--- src/design/cfir_pkg.sv ---
// ----------------------------------------------------------------------------
// cfir_pkg: shared types and constants for the complex-coefficient FIR
// Tap count, field widths, item kinds, MAC control struct and the
// round-and-saturate step from the 40-bit accumulator to Q15.
// ----------------------------------------------------------------------------
package cfir_pkg;

    localparam int TAPS   = 512;
    localparam int TAP_W  = $clog2(TAPS);
    localparam int FILL_W = $clog2(TAPS + 1);
    localparam int IDX_W  = 9;
    localparam int SMP_W  = 16;
    localparam int ACC_W  = 40;
    localparam int PROD_W = 2 * SMP_W;

    // item kinds carried on s_tuser
    localparam logic [1:0] MODE_SAMPLE = 2'd0;
    localparam logic [1:0] MODE_LOAD_I = 2'd1;
    localparam logic [1:0] MODE_LOAD_Q = 2'd2;

    typedef struct packed {
        logic clear;   // zero both accumulators
        logic step;    // a tap's addresses go to the memories this cycle
        logic live;    // the history entry for this tap has been written
    } mac_ctrl_t;

    typedef struct packed {
        logic busy;    // products still on their way to the accumulators
    } mac_stat_t;

    // floor((acc + 2^15) / 2^16), clamped to the Q15 range
    function automatic logic signed [SMP_W-1:0] round_sat(input logic signed [ACC_W-1:0] acc);
        logic signed [ACC_W:0]       biased;
        logic signed [ACC_W-16:0]    q;
        logic signed [SMP_W-1:0]     res;
        biased = {acc[ACC_W-1], acc} + (ACC_W+1)'(32768);
        q      = biased[ACC_W:16];
        if (q > (ACC_W-15)'(32767))
            res = 16'sh7FFF;
        else if (q < -(ACC_W-15)'(32768))
            res = 16'sh8000;
        else
            res = q[SMP_W-1:0];
        return res;
    endfunction

endpackage

--- src/design/cfir_mac.sv ---
// ----------------------------------------------------------------------------
// cfir_mac: shared I/Q multiply-accumulate unit
// One sample times an I and a Q coefficient per step, products doubled to
// Q31 and summed into 40-bit wrapping accumulators; rounded Q15 outputs.
// ----------------------------------------------------------------------------
module cfir_mac (
    input  logic                        aclk,
    input  logic                        aresetn,
    input  cfir_pkg::mac_ctrl_t         ctrl,
    input  logic signed [15:0]          x_rdata,
    input  logic signed [15:0]          ci_rdata,
    input  logic signed [15:0]          cq_rdata,
    output cfir_pkg::mac_stat_t         stat,
    output logic signed [15:0]          i_res,
    output logic signed [15:0]          q_res
);

    import cfir_pkg::*;

    logic                     step_d1_reg;
    logic                     live_d1_reg;
    logic                     prod_vld_reg;
    logic signed [PROD_W-1:0] prod_i_reg;
    logic signed [PROD_W-1:0] prod_q_reg;
    logic signed [ACC_W-1:0]  acc_i_reg;
    logic signed [ACC_W-1:0]  acc_q_reg;
    logic signed [SMP_W-1:0]  x_gated;

    // history entries never written read as zero
    assign x_gated = live_d1_reg ? x_rdata : '0;

    always_ff @(posedge aclk) begin
        if (!aresetn) begin
            step_d1_reg  <= 1'b0;
            live_d1_reg  <= 1'b0;
            prod_vld_reg <= 1'b0;
        end else begin
            step_d1_reg  <= ctrl.step;
            live_d1_reg  <= ctrl.live;
            prod_vld_reg <= step_d1_reg;
        end
    end

    always_ff @(posedge aclk) begin
        prod_i_reg <= x_gated * ci_rdata;
        prod_q_reg <= x_gated * cq_rdata;
        if (ctrl.clear) begin
            acc_i_reg <= '0;
            acc_q_reg <= '0;
        end else if (prod_vld_reg) begin
            // products are signed; sign-extend before the doubling shift
            acc_i_reg <= acc_i_reg + (ACC_W'(prod_i_reg) <<< 1);
            acc_q_reg <= acc_q_reg + (ACC_W'(prod_q_reg) <<< 1);
        end
    end

    assign stat.busy = step_d1_reg | prod_vld_reg;
    assign i_res     = round_sat(acc_i_reg);
    assign q_res     = round_sat(acc_q_reg);

endmodule

--- config.mk ---
export PLATFORM = sky130hd
export DESIGN_NAME = cfir_mac
export DESIGN_NICKNAME = d
export VERILOG_FILES = /design/src/design/cfir_pkg.sv /design/src/design/cfir_mac.sv
export SDC_FILE = /design/constraint.sdc
export NUM_CORES = 2
export LEC_CHECK = 0
export ABC_AREA = 1
export BUFFER_PORTS_ARGS = -buffer_cell sky130_fd_sc_hd__buf_2
export CAP_MARGIN = 20
export CORE_UTILIZATION = 48
export CTS_BUF_LIST = sky130_fd_sc_hd__clkbuf_16
export DETAILED_ROUTE_END_ITERATION = 6
export PLACE_DENSITY = 0.71
export SLEW_MARGIN = 10
export SYNTH_ARGS = -nofsm -noshare
export SYNTH_HDL_FRONTEND = slang
export SYNTH_SLANG_ARGS = --single-unit
--- constraint.sdc ---
create_clock -name aclk -period 18.4 [get_ports aclk]
set_clock_uncertainty 0.1 [all_clocks]
set_input_delay 2.76 -clock aclk [delete_from_list [all_inputs] [get_ports aclk]]
set_output_delay 2.76 -clock aclk [all_outputs]
set_load 0.005 [all_outputs]
==> reports/metrics.csv <==
metric,value,unit
crit_path_top_delay_cell,clkinv_1,
rsz0062_at_grt,false,
rows,93,
wl_met2,40400,um
crit_top_cell,fa_1,
finalNetCount,5279,
insertedDiodeCount,0,
synth_nets,5269,
dr_wl_met3,7320,um
clock_sinks,145,
netlist_top_cells_area,"fa_1, nand2_1, inv_1",
grt_pass1_vias,27827,
hp-class,reg -> reg,
cts_buffers,17,
final_antenna_net_count,0,
ys_seq_elements,145,
synth_edf_count,0,
ys_top_cells_by_count,"nand2_1, inv_1, nor2_1",
slew_headroom,24.7,%
coreArea,64700,um2
yosysTopAreaCell,fa_1,
report.final.slew_viol_count,0,
worstSetupEndpointType,register,
highest_layer,met4,
dieArea,66700,um2
wl_met1,40700,um
cts.path.max_buffers,2,
critPathMaxFanout,23,
firstDrtPassIters,6,
start_util,48.7,%
die_y,258,um
grt_first_pass_wirelength,148000,um
num-fill-cells,6487,
slowest_delay,0.80,ns
htree_levels,4,
cts_resized,0,
synthArstFlopShare,0,%
finalHoldViolCount,0,
period_needed,9.49,ns
arrival,9.73,ns
netlist_instances,4448,
ys_warn_count,0,
clock_latency,0.46,ns
cts.reportedPaths.clkPinSlew,0.07,ns
hold_buffers,0,
die_width,258,um
report.final.setup_viol,0,
power,3.01,mW
syn_avg_cell_area,7.08,um2
power.density,90.5,nW/um2
synthMostInstantiatedCell,nand2_1,
cp-start-kind,primary input,
synth_top_area_share,33.4,%
syn-cell-area,31500,um2
drt_iter0_drc,2080,
top_level_ports,86,
min_period_over_period,51.6,%
wl,91300,um
cp_cell_sequence,buf_2 > nand2_1 > clkinv_1 > nand2_1 > fa_1 > inv_1 > fa_1 > fa_1 > fa_1 > fa_1 > inv_1 > fa_1 > inv_1 > ha_1 > nand2_1 > nor2_1 > nor3b_1 > nand4_1 > nand3_1 > a21oi_1 > xnor2_1,
gp_congestion,0.986,
grt_start_max_net_pins,81,
drive_gt1_share,3.53,%
cts_tree,built,
yosys_most_used_dff,dfxtp_1,
postCtsSetupBuffers,0,
root_buffer,clkbuf_16,
antenna_found_initial,0,
timing.fmax,0.105,GHz
ir_worst_vdd,0.0789,mV
yosysSeqAreaShare,9.21,%
avgViaCountPerCell,5.19,
fin_tns_setup,0,ns
status,finished clean,
ys_types,43,
worst_pin_slew,1.13,ns
maxCapViolCount,0,
wire_per_inst,17.1,um
via_count,27667,
crit_required,18.65,ns
syn2layout_area_growth,5.58,%
placed_cells,5293,
total_leakage_power,18.3,nW
numPortBuffers,85,
path_class,in -> reg,
hpwlAfterDp,75800,um
drc,0,
layout.cells.non_filler,5326,
track_usage,28.1,%
grt.overflow.total,0,
-- metrics by stage --
stage	worst slack, ns	hold WS (ns)	area (um2)	util [%]
6_report	8.91	0.316	33300	51.4
3_3_place_gp	8.58	0.306	32700	50.5
5_1_grt	8.64	0.338	33300	51.4
4_1_cts	9.04	0.320	33300	51.4
3_5_place_dp	8.56	0.313	32700	50.5
2_1_floorplan	10.08	0.300	31500	-
-- cell usage in the layout (no fill, tap or decap), drive strengths merged, types with 87 or more instances in the layout --
| cell | Yosys | routed |
|---|---|---|
| nor2 | 653 | 653 |
| a21oi | 175 | 175 |
| buf | 6 | 94 |
| fa | 526 | 526 |
| o21ai | 118 | 118 |
| dfxtp | 145 | 145 |
| nand3 | 141 | 141 |
| inv | 999 | 1008 |
| nand2 | 1051 | 1051 |
| ha | 242 | 242 |
| xor2 | 87 | 87 |
-- worst max-delay path: cells and delay by family --
| family | cells | cell delay [ns] |
|---|---|---|
| fa+ha+maj | 7 | 3.42 |
| simple gates | 7 | 2.22 |
| buf+inv | 5 | 1.10 |
| xor+xnor | 1 | 0.13 |
| compound gates | 1 | 0.10 |
-- where the power goes --
group / total [mW] / switching (mW) / internal, mW
Clock: 0.357 / 0.164 / 0.193
Combinational: 2.18 / 1.40 / 0.783
Sequential: 0.475 / 0.0728 / 0.402
-- metal layers --
layer	vias to the layer above	GRT usage, %
met1	13091	39.0
li1	13255	-
met3	199	4.43
met5	-	0
met4	0	8.73
met2	1122	45.0
-- final timing paths --
kind                               start                      end  slack [ns]  depth (start not counted)
hold reg to reg   step_d1_reg$_SDFF_PN0_  prod_vld_reg$_SDFF_PN0_        0.32                          2
setup / recovery             x_rdata[15]   prod_i_reg[27]$_DFF_P_        8.91                         21
hold / removal    step_d1_reg$_SDFF_PN0_  prod_vld_reg$_SDFF_PN0_        0.32                          2
setup reg to reg  live_d1_reg$_SDFF_PN0_   prod_i_reg[27]$_DFF_P_       10.76                         21
-- final cells by class --
cell class | instances | area (um2) | area share, %
clock inverter | 15 | 168 | 0.504
tap | 855 | 1070 | 3.22
multi-input combinational | 3199 | 24400 | 73.5
timing repair buffer | 94 | 500 | 1.50
inverter | 1001 | 3760 | 11.3
sequential | 145 | 2910 | 8.74
clock buffer | 17 | 425 | 1.28
-- kinds of logic after synthesis --
kind of cell	Yosys count	synth area share, %
buf+inv	1104	13.2
simple gates	1934	24.4
xor+xnor	127	3.53
flops	145	9.21
compound gates	370	6.59
fa+ha+maj	768	43.0
Note: power is estimated with default switching activity, not from simulation.
